**src/glo_pkg.sv**
```systemverilog
package glo_pkg;

  localparam int COORD_W      = 10;
  localparam int TOTAL_W      = 21;
  localparam int CELL_W       = 2;
  localparam int GRID_DIM_DEF = 1024;

  localparam logic [CELL_W-1:0]  HIT_CAP   = CELL_W'(2);
  localparam logic [TOTAL_W-1:0] TOTAL_MAX = {TOTAL_W{1'b1}};

  typedef struct packed {
    logic [COORD_W-1:0] start_x;
    logic [COORD_W-1:0] start_y;
    logic [COORD_W-1:0] end_x;
    logic [COORD_W-1:0] end_y;
  } req_t;

  typedef struct packed {
    logic               accepted;
    logic [TOTAL_W-1:0] overlap_total;
  } rsp_t;

  typedef enum logic [1:0] {
    ST_CLEAR,
    ST_IDLE,
    ST_WALK,
    ST_DRAIN
  } state_t;

  typedef struct packed {
    logic clear_en;
    logic load_seg;
    logic walk;
    logic load_result;
    logic result_ok;
  } ctl_cmd_t;

  typedef struct packed {
    logic clear_last;
    logic seg_ok;
    logic walk_last;
  } ctl_stat_t;

endpackage

```
**src/glo_ctrl.sv**
```systemverilog
module glo_ctrl
  import glo_pkg::*;
(
  input  logic      clk,
  input  logic      rst,
  input  logic      start,
  input  ctl_stat_t stat,
  output ctl_cmd_t  cmd,
  output logic      busy
);

  state_t state;
  state_t state_next;

  always_ff @(posedge clk) begin
    if (rst) begin
      state <= ST_CLEAR;
    end else begin
      state <= state_next;
    end
  end

  always_comb begin
    state_next = state;
    unique case (state)
      ST_CLEAR: begin
        if (stat.clear_last) state_next = ST_IDLE;
      end
      ST_IDLE: begin
        if (start && stat.seg_ok) state_next = ST_WALK;
      end
      ST_WALK: begin
        if (stat.walk_last) state_next = ST_DRAIN;
      end
      ST_DRAIN: begin
        state_next = ST_IDLE;
      end
      default: begin
        state_next = ST_CLEAR;
      end
    endcase
  end

  always_comb begin
    cmd  = '0;
    busy = 1'b1;
    unique case (state)
      ST_CLEAR: begin
        cmd.clear_en = 1'b1;
      end
      ST_IDLE: begin
        busy = 1'b0;
        if (start) begin
          cmd.load_seg    = stat.seg_ok;
          cmd.load_result = !stat.seg_ok;
        end
      end
      ST_WALK: begin
        cmd.walk = 1'b1;
      end
      ST_DRAIN: begin
        cmd.load_result = 1'b1;
        cmd.result_ok   = 1'b1;
      end
      default: begin
        busy = 1'b1;
      end
    endcase
  end

endmodule

```
**config.mk**
```make
export PLATFORM = sky130hd
export DESIGN_NAME = glo_ctrl
export DESIGN_NICKNAME = d
export VERILOG_FILES = /design/src/glo_pkg.sv /design/src/glo_ctrl.sv
export SDC_FILE = /design/constraint.sdc
export NUM_CORES = 1
export LEC_CHECK = 0
export ABC_CLOCK_PERIOD_IN_PS = 2100
export BUFFER_PORTS_ARGS = -buffer_cell sky130_fd_sc_hd__buf_2
export CAP_MARGIN = 15
export CORE_AREA = 2 2 39 41
export DETAILED_ROUTE_END_ITERATION = 12
export DIE_AREA = 0 0 41 43
export HOLD_SLACK_MARGIN = 0.02
export PLACE_DENSITY_LB_ADDON = 0.25
export SLEW_MARGIN = 20
export SYNTH_ARGS = -nofsm -noshare
export SYNTH_HDL_FRONTEND = slang
export SYNTH_SLANG_ARGS = --single-unit
```
**constraint.sdc**
```tcl
create_clock -name clk -period 2.1 [get_ports clk]
set_input_delay 0.315 -clock clk [delete_from_list [all_inputs] [get_ports clk]]
set_output_delay 0.315 -clock clk [all_outputs]
set_load 0.03 [all_outputs]
```
# Yosys cells after proc, flatten, opt, wreduce, memory -nomap -nowiden
# Cells that the tools add are included.
classes:
  bitwise_logic: 0
  shift: 0
  multipliers: 0
  muxes: 12
  eq_ne: 6
  reduce_logical: 4
  magnitude_cmp: 0
  div: 0
  add_sub_neg: 0
op_table:
  columns: ["cell", "n"]
  rows:
  - ["2-bit case mux with 4 select lines", 1]
  - ["1-bit two-way mux", 7]
  - ["2-bit two-way mux", 3]
  - ["2-bit inequality test, second input constant", 3]
  - ["2-bit == test, second input constant", 2]
  - ["3-bit AND reduction", 1]
  - ["2-bit by 1-bit == test with 1-bit output, second input constant", 1]
  - ["2-bit zero test", 1]
  - ["1-bit case mux with 2 select lines", 1]
  - ["1-bit logical AND", 1]
  - ["1-bit zero test", 1]
totals:
  mem_count: 0
  latch_bits: 0
  out_inout_bits: 6
  mem_bits_ro: 0
  ramBits: 0
  register_bits: 2

# Depth between registers and ports, before layout
# Gate-level depths: netlist of run 1.
depth:
  word_depth: 3
  ltp_mapped: 4
  mapped_depth_nobuf: 4

# Worst setup path before layout of run 1
# OpenSTA, ideal clock, no wires.
synth_path:
  path_type: "flip-flop to flip-flop"
  from: "reg state[0]"
  to: "reg state[0]"
  arrival_ns: 1.562
  required_ns: 1.977
  setup_time_ns: 0.123
  path_slack_ns: 0.415
  path_stages_with_launch: 5
  cell_sequence: "dfxtp_1 > inv_1 > ha_1 > a222oi_1 > mux2_1"
synth_between:
  elab_chain_cells: 3
synth_lines:
  columns: ["element", "line", "text"]
  rows:
  - ["from (decl)", "glo_ctrl.sv:12", "state_t state;"]
  - ["from (signal assigned)", "glo_ctrl.sv:19", "state <= state_next;"]
  - ["2-bit by 1-bit == test with 1-bit output, or another cell as far along", "glo_ctrl.sv:25", "unique case (state)"]
  - ["2-bit inequality test (no line)", null, null]
  - ["3-bit AND reduction (no line)", null, null]
# Parallel ways exist; a longest one is shown, timed or not.
# A chain may end at the register's enable or synchronous reset.

# Final worst setup path of run 1
# Same ends and word-level chain as after synthesis.

==> flow_summary.json, run 1 <==
{
  "outcome": "finished clean",
  "yosysWarnings": 0,
  "synth_area_um2": 196,
  "fmax_mhz": 608,
  "drv_slew": 0,
  "grt_pass1_wl_um": 696,
  "synthCells": 23,
  "path_class": "flip-flop to flip-flop",
  "row_count": 14,
  "combinationalPowerShare": 0.625,
  "die_w_um": 41,
  "dieHeight_um": 43,
  "ioPinCount": 12,
  "core_um2": 1380,
  "cts-root-buf": "clkbuf_4",
  "start_util": 0.142,
  "grt_use_total": 0.0651,
  "vias": 198,
  "seq_power_share": 0.177,
  "fillers": 160,
  "power.switching_mw": 0.213,
  "routed_wl_um": 459,
  "fin_tns_setup_ns": 0,
  "grt_pass1_vias": 182,
  "area.growth.synth_to_final_pct": 49.7,
  "cts_resized": 0,
  "port_buffers": 11,
  "slew_headroom": 0.677,
  "largest-register": "state",
  "worst_pin_slew_ns": 0.485,
  "crit_arrival_ns": 1.75,
  "ir_drop_mv": 0.402,
  "hold_viol": 0,
  "most-common-layout-cells": "11 x buf_2, 6 x inv_1, 5 x ha_1",
  "p_int_mw": 0.215,
  "largest_register_ffs": 2,
  "p_per_area_nw_per_um2": 1460,
  "fin_crit_sh": 0.783,
  "p_clk_frac": 0.198,
  "drive_above_1_share": 0.378,
  "path_clk_slew_ns": 0.03,
  "antenna_found_initial": 0,
  "cp-end-kind": "flip-flop",
  "period_minus_slack_ns": 1.64,
  "required_ns": 2.21,
  "crit_fanout": 4,
  "clock-sinks": 2,
  "hold_class": "primary input to flip-flop",
  "netlist-cell-type-count": 11,
  "cts_buffers": 3,
  "rsz0062_at_grt": "no",
  "synth_seq_area_share": 0.204,
  "worstSkewPairLatency_ns": 0.22,
  "finClkSkew_ns": 0.00308,
  "wire_per_inst_um": 8.66,
  "die-area_um2": 1760,
  "netSwitchingFraction": 0.498,
  "maxCapViolCount": 0,
  "synth_nets": 34,
  "final_nets": 50,
  "dr.pass1.iters": 4,
  "grt_max_degree": 5,
  "setup_viol": 0,
  "drt_iter0_drc": 9,
  "viasPerCell": 3.74,
  "post_cts_buffers": 0,
  "grt-ovfl-total": 0,
  "startpoint_type": "flip-flop",
  "reg_top3": "state: 2 flops",
  "clk_path_buf_depth": 2,
  "p_leak_nw": 0.179,
  "cts_tree": "yes",
  "syn_area_per_cell_um2": 8.54,
  "cts_hold_buf": 0,
  "hpwl_um": 363,
  "h-tree-depth": 1,
  "final_common_cell": "buf_2",
  "place_congestion": 0.632,
  "synth-seq-cells": 2,
  "final_util": 0.212,
  "ant_nets": 0,
  "drcViolationCount": 0,
  "antenna-diode-count": 0
}
-- metal layers --
layer | GRT usage | share of wire | vias up
met5 | 0 | 0 | -
met4 | 0.0600 | 0 | 0
met3 | 0.0471 | 0.15 | 0
met2 | 0.0813 | 0.35 | 11
met1 | 0.0669 | 0.50 | 84
li1 | - | - | 103
-- cell type report --
class,count,area [um2],area share
inverter,6,22.5,0.0766
timing repair buffer,11,55.1,0.187
multi-input combinational,15,134,0.455
clock buffer,3,22.5,0.0766
tap,16,20.0,0.0681
sequential,2,40.0,0.136
-- power by group through the flow --
stage	sequential (mW)	clock, mW	combinational [mW]
after floorplan	0.0719	0	0.210
after global placement	0.0750	0	0.274
after detailed placement	0.0773	0	0.269
after CTS	0.0768	0.0917	0.270
after global routing	0.0791	0.0962	0.301
final	0.0757	0.0849	0.268
-- worst max-delay path, stage by stage, from the launching register on --
cell and delay, ns:
dfxtp_1 0.37, inv_1 0.10, ha_1 0.22, a222oi_1 0.48, mux2_1 0.36
-- cells in the mapped netlist --
master | n | area [um2]
nand2b_1 | 2 | 12.5
nor2_1 | 2 | 7.51
inv_1 | 6 | 22.5
dfxtp_1 | 2 | 40.0
and3_1 | 1 | 6.26
a41o_1 | 1 | 10.0
ha_1 | 5 | 62.6
nand2_1 | 1 | 3.75
mux2i_1 | 1 | 10.0
a222oi_1 | 1 | 10.0
mux2_1 | 1 | 11.3
-- final timing paths --
check	startpoint	end	slack, ns	depth (start not counted)
worst max-delay path	state[0]	state[0]	0.46	4
worst min-delay path	rst	state[1]	0.41	3
worst min register to register	state[1]	state[1]	0.51	2
worst max register to register	state[0]	state[0]	0.46	4
-- logic make-up (layout without fill, tap and decap cells) --
kind of cell / count (synthesis) / in the layout / synth area share
mux: 2 / 2 / 0.108
fa+ha+maj: 5 / 5 / 0.318
flops: 2 / 2 / 0.204
compound gates: 2 / 2 / 0.102
buf+inv: 6 / 20 / 0.115
simple gates: 6 / 6 / 0.153
-- per-stage QoR --
step | total power [mW] | setup WS (ns) | instance area, um2 | cells | hold slack, ns
final | 0.428 | 0.455 | 294 | 53 | 0.407
after global routing | 0.476 | 0.322 | 294 | 53 | 0.440
after CTS | 0.438 | 0.438 | 294 | 53 | 0.400
after detailed placement | 0.346 | 0.449 | 272 | 50 | 0.520
after global placement | 0.349 | 0.453 | 272 | 50 | 0.528
after floorplan | 0.282 | 0.415 | 196 | 23 | 0.481
Power figures use the tool's default switching activity.
==> run 2, diff against run 1 <==
--- a/config.mk
+++ b/config.mk
@@ -5,7 +5,7 @@
 export SDC_FILE = /design/constraint.sdc
 export NUM_CORES = 1
 export LEC_CHECK = 0
-export ABC_CLOCK_PERIOD_IN_PS = 2100
+export ABC_CLOCK_PERIOD_IN_PS = 1500
 export BUFFER_PORTS_ARGS = -buffer_cell sky130_fd_sc_hd__buf_2
 export CAP_MARGIN = 15
 export CORE_AREA = 2 2 39 41
==> constraint.sdc (replaced) <==
create_clock -name clk -period 1.5 [get_ports clk]
set_input_delay 0.225 -clock clk [delete_from_list [all_inputs] [get_ports clk]]
set_output_delay 0.225 -clock clk [all_outputs]
set_load 0.03 [all_outputs]
==> run 2 against run 1 <==
  * Routed wire length increased by 19%
  * Final cell count increased by 15%
  * Sequential power increased by 86%
  * Via count increased by 15%
  * Global-route usage increased by 0.21 points
  * Count of clock-buffer cells in the layout unchanged
  * Clock power increased by 39%
  * Sequential cell count unchanged
  * Die area unchanged
  * Setup slack got worse by 0.45 ns
  * Non-clock buffer count increased by 8
  * Hold slack got worse by 0.094 ns
  * Critical endpoint is now cmd[1]
  * Largest cell class unchanged
  * Highest routed layer unchanged
==> flow_summary.json, run 2 (synthesis results as in run 1) <==
{
  "outcome": "finished clean",
  "met3_length_um": 60,
  "antenna-diode-count": 0,
  "hold_viol": 0,
  "netSwitchingFraction": 0.427,
  "drcViolationCount": 0,
  "core_um2": 1380,
  "fin_crit_sh": 0.995,
  "crit_fanout": 3,
  "hpwl_um": 406,
  "routed.top_layer": "met3",
  "p_clk_frac": 0.123,
  "path_clk_slew_ns": 0.03,
  "r2r_slack_ns": 0.02,
  "drive_above_1_share": 0.711,
  "rr_endpoint": "state[0]",
  "clock-sinks": 2,
  "grt-ovfl-total": 0,
  "maxCapViolCount": 0,
  "r2r_cells": 5,
  "fmax_mhz": 670,
  "whs_endpoint": "state[1]",
  "dieHeight_um": 43,
  "grt_use_total": 0.0671,
  "combinationalPowerShare": 0.729,
  "hold_path.startpoint": "rst",
  "required_ns": 1.27,
  "hold_class": "primary input to flip-flop",
  "finClkSkew_ns": 0.00300,
  "whs_ns": 0.313,
  "cts-root-buf": "clkbuf_4",
  "final_util": 0.324,
  "worst_pin_slew_ns": 0.268,
  "p_leak_nw": 0.230,
  "routed_wl_um": 548,
  "ant_nets": 0,
  "slew_headroom": 0.821,
  "cts_buffers": 3,
  "antenna_found_initial": 0,
  "hold_depth": 3,
  "ir_drop_mv": 0.806,
  "viasPerCell": 3.74,
  "drt_iter0_drc": 9,
  "start_util": 0.142,
  "h-tree-depth": 1,
  "grt_max_degree": 5,
  "grt_pass1_wl_um": 772,
  "largest_register_ffs": 2,
  "seq_power_share": 0.147,
  "dr.pass1.iters": 4,
  "p_per_area_nw_per_um2": 2130,
  "final_nets": 58,
  "reg_top3": "state: 2 flops",
  "largest-register": "state",
  "row_count": 14,
  "worstSkewPairLatency_ns": 0.22,
  "setup_viol": 0,
  "die_w_um": 41,
  "period_minus_slack_ns": 1.49,
  "r2r_start": "state[0]",
  "die-area_um2": 1760,
  "wire_per_inst_um": 8.98,
  "port_buffers": 11,
  "path_class": "flip-flop to output pin",
  "rsz0062_at_grt": "yes",
  "area.growth.synth_to_final_pct": 128,
  "grt_pass1_vias": 204,
  "ioPinCount": 12,
  "place_congestion": 0.604,
  "dr_wl_met2_um": 211,
  "clk_path_buf_depth": 2,
  "final_common_cell": "buf_2",
  "power.switching_mw": 0.408,
  "vias": 228,
  "wl_met1_um": 276,
  "cts_tree": "yes",
  "most-common-layout-cells": "10 x buf_2, 6 x buf_4, 4 x inv_1, 4 x ha_4, 3 x clkbuf_4",
  "drv_slew": 0,
  "startpoint_type": "flip-flop",
  "cp-end-kind": "output pin",
  "crit_arrival_ns": 1.27,
  "p_int_mw": 0.547,
  "cts_hold_buf": 0
}
==> run 2: worst max-delay path by stage <==
| stage | startpoint | endpoint | slack [ns] | cells past startpoint |
|---|---|---|---|---|
| 2_1_floorplan | state[1] | state[0] | -0.03 | 4 |
| 3_3_place_gp | state[1] | state[0] | -0.03 | 4 |
| 3_5_place_dp | state[1] | state[0] | 0.0003 | 4 |
| 4_1_cts | state[1] | cmd[1] | -0.01 | 5 |
| 5_1_grt | state[0] | state[0] | -0.03 | 5 |
| 6_report | state[1] | cmd[1] | 0.008 | 5 |
==> run 2: what timing repair did <==
action | CTS | global route
setup endpoints to repair | 3 | 3
hold endpoints to repair | 0 | 0
pin swaps | 2 | 3
gates resized for setup | 7 | 7
setup buffers | 1 | 2
==> run 2: final cells by class <==
class / instances / area (um2)
multi-input combinational: 15 / 190
tap: 16 / 20.0
inverter: 6 / 30.0
sequential: 2 / 47.5
clock buffer: 3 / 22.5
timing repair buffer: 19 / 138
fill: 141 / 936
==> run 2: power groups by stage <==
stage	Clock (mW)	Sequential [mW]	Combinational (mW)
finish	0.118	0.141	0.697
global route	0.128	0.145	0.763
CTS	0.125	0.128	0.618
detailed placement	0	0.112	0.566
global placement	0	0.112	0.564
floorplan	0	0.116	0.357
==> run 2: routing by layer <==
layer  global-route usage  vias to the layer above
met5                    0                        -
met4               0.0200                        0
li1                     -                      120
met3               0.0471                        0
met2                0.100                       12
met1               0.0735                       96
==> run 2: critical path, cell delays in order (launching register included) <==
cell and delay (ns):
dfxtp_4 0.37, inv_6 0.05, buf_6 0.11, ha_4 0.15, a41o_1 0.23, buf_6 0.14
==> run 2: through the flow <==
step	worst slack [ns]	cell area, um2	power (mW)	instances	TNS, ns
5_1_grt	-0.0293	448	1.04	61	-0.0532
3_3_place_gp	-0.0269	349	0.676	55	-0.0269
4_1_cts	-0.0109	405	0.871	59	-0.0109
6_report	0.00781	448	0.955	61	0
2_1_floorplan	-0.0277	224	0.473	23	-0.0277
3_5_place_dp	0.000251	349	0.678	55	0
==> run 3, diff against run 2 <==
--- a/config.mk
+++ b/config.mk
@@ -9,6 +9,7 @@
 export BUFFER_PORTS_ARGS = -buffer_cell sky130_fd_sc_hd__buf_2
 export CAP_MARGIN = 15
 export CORE_AREA = 2 2 39 41
+export CTS_CLUSTER_DIAMETER = 40
 export DETAILED_ROUTE_END_ITERATION = 12
 export DIE_AREA = 0 0 41 43
 export HOLD_SLACK_MARGIN = 0.02
==> constraint.sdc (replaced) <==
create_clock -name clk -period 1.5 [get_ports clk]
set_input_delay 0.3 -clock clk [delete_from_list [all_inputs] [get_ports clk]]
set_output_delay 0.3 -clock clk [all_outputs]
set_load 0.03 [all_outputs]
==> run 3 against run 2 <==
  * The flow now finishes with violations (setup timing)
  * Global-route usage is 0.10 points lower
  * Non-clock buffer count stayed put
  * Routed wire length shrank 1.3%
  * Register-to-register slack barely moved
  * Die area stayed put
  * Clock power about the same
  * Sequential cell count stayed put
  * Hold slack better by 0.073 ns
  * Maximum frequency decreased by 6.2%
  * Critical path type unchanged
  * Highest routed layer unchanged
==> flow_summary.json, run 3 (synthesis results as in run 1) <==
{
  "final_nets": 58,
  "timing.final.ws_setup_ns": -0.0913,
  "die_w_um": 41,
  "finClkSkew_ns": 0.000134,
  "place_congestion": 0.630,
  "grt_pass1_vias": 224,
  "antenna-diode-count": 0,
  "outcome": "finished, violations left",
  "grt_use_total": 0.0661,
  "path_class": "flip-flop to output pin",
  "die-area_um2": 1760,
  "maxCapViolCount": 0,
  "port_buffers": 11,
  "combinationalPowerShare": 0.731,
  "whs_ns": 0.385,
  "hold_path.startpoint": "rst",
  "area.growth.synth_to_final_pct": 131,
  "dieHeight_um": 43,
  "power_mw": 0.940,
  "p_leak_nw": 0.226,
  "ioPinCount": 12,
  "seq_power_share": 0.146,
  "power.switching_mw": 0.399,
  "slew_headroom": 0.804,
  "largest-register": "state",
  "hold_viol": 0,
  "ant_nets": 0,
  "ir_drop_mv": 0.790,
  "hold_class": "primary input to flip-flop",
  "worst_pin_slew_ns": 0.294,
  "h-tree-depth": 1,
  "clock-sinks": 2,
  "antenna_found_initial": 0,
  "failed_checks": "setup timing",
  "startpoint_type": "flip-flop",
  "drive_above_1_share": 0.733,
  "hpwl_um": 415,
  "crit_arrival_ns": 1.29,
  "wl_met1_um": 237,
  "whs_endpoint": "state[1]",
  "path_clk_slew_ns": 0.03,
  "dr_wl_met2_um": 239,
  "setup_viol": 1,
  "crit_fanout": 3,
  "r2r_cells": 5,
  "pre_cts_slack_ns": -0.0164,
  "cts-root-buf": "clkbuf_4",
  "fmax_mhz": 628,
  "worstSkewPairLatency_ns": 0.22,
  "r2r_start": "state[1]",
  "p_clk_frac": 0.123,
  "cts_tree": "yes",
  "clk_path_buf_depth": 2,
  "grt_max_degree": 5,
  "rr_endpoint": "state[0]",
  "r2r_slack_ns": 0.02,
  "cts_buffers": 3,
  "largest_register_ffs": 2,
  "most-common-layout-cells": "8 x buf_2, 6 x buf_4, 5 x buf_6",
  "p_int_mw": 0.541,
  "row_count": 14,
  "routed_wl_um": 541,
  "viasPerCell": 3.89,
  "cp-end-kind": "output pin",
  "rsz0062_at_grt": "yes",
  "required_ns": 1.20,
  "fin_crit_sh": 1.06,
  "drv_slew": 0,
  "dr.pass1.iters": 4,
  "period_minus_slack_ns": 1.59,
  "final_common_cell": "buf_2",
  "hold_depth": 3,
  "dpl.cell_count": 58,
  "fillers": 156,
  "finalNonFillerCells": 61,
  "netSwitchingFraction": 0.424,
  "start_util": 0.142,
  "grt_pass1_wl_um": 752,
  "wire_per_inst_um": 8.87,
  "post_cts_buffers": 0,
  "vias": 237,
  "core_um2": 1380,
  "p_per_area_nw_per_um2": 2070,
  "reg_top3": "state: 2 flops",
  "drcViolationCount": 0,
  "routed.top_layer": "met3",
  "grt-ovfl-total": 0,
  "met3_length_um": 64,
  "drt_iter0_drc": 2
}
run 3: repair_timing:
item	in CTS	in global routing
gates cloned	0	0
resized for setup	16	4
hold buffers	0	0
endpoints found under the setup margin	4	4
pin swaps	2	0
endpoints found under the hold margin	0	0
run 3: layer usage:
layer / up-vias / GRT usage
li1: 120 / -
met1: 105 / 0.0703
met2: 12 / 0.100
met3: 0 / 0
met4: 0 / 0.0800
met5: - / 0
run 3: area by class of cell:
class                   count  area (um2)  share of cell area
multi-input cells          15         195               0.430
inverters                   6        27.5              0.0606
repair buffers             19         141               0.311
well taps                  16        20.0              0.0441
flip-flops and latches      2        47.5               0.105
clock buffers               3        22.5              0.0496
run 3: power by group through the flow:
stage / sequential, mW / clock (mW) / combinational, mW
finish: 0.137 / 0.116 / 0.687
global route: 0.140 / 0.125 / 0.744
CTS: 0.137 / 0.126 / 0.669
detailed placement: 0.111 / 0 / 0.584
global placement: 0.109 / 0 / 0.579
floorplan: 0.116 / 0 / 0.357
run 3: metrics by stage:
| step | util | area, um2 | setup TNS (ns) |
|---|---|---|---|
| 2_1_floorplan | - | 224 | -0.0277 |
| 3_3_place_gp | 0.259 | 359 | 0 |
| 3_5_place_dp | 0.259 | 359 | -0.0164 |
| 4_1_cts | 0.320 | 443 | -0.130 |
| 5_1_grt | 0.328 | 454 | -0.170 |
| 6_report | 0.328 | 454 | -0.0913 |
run 3: how the worst max path moves through the flow:
| stage | start | endpoint | slack [ns] | cells past startpoint |
|---|---|---|---|---|
| after floorplan | state[1] | state[0] | -0.03 | 4 |
| after global placement | state[0] | state[0] | 0.01 | 5 |
| after detailed placement | state[0] | state[0] | -0.02 | 5 |
| after CTS | state[1] | cmd[1] | -0.09 | 5 |
| after global routing | state[1] | cmd[1] | -0.11 | 5 |
| final | state[1] | cmd[1] | -0.09 | 5 |
run 3: worst max-delay path: stages (launching register included):
cell and delay [ns]:
dfxtp_4 0.35, buf_6 0.12, buf_6 0.11, ha_4 0.14, a41o_1 0.21, buf_6 0.14
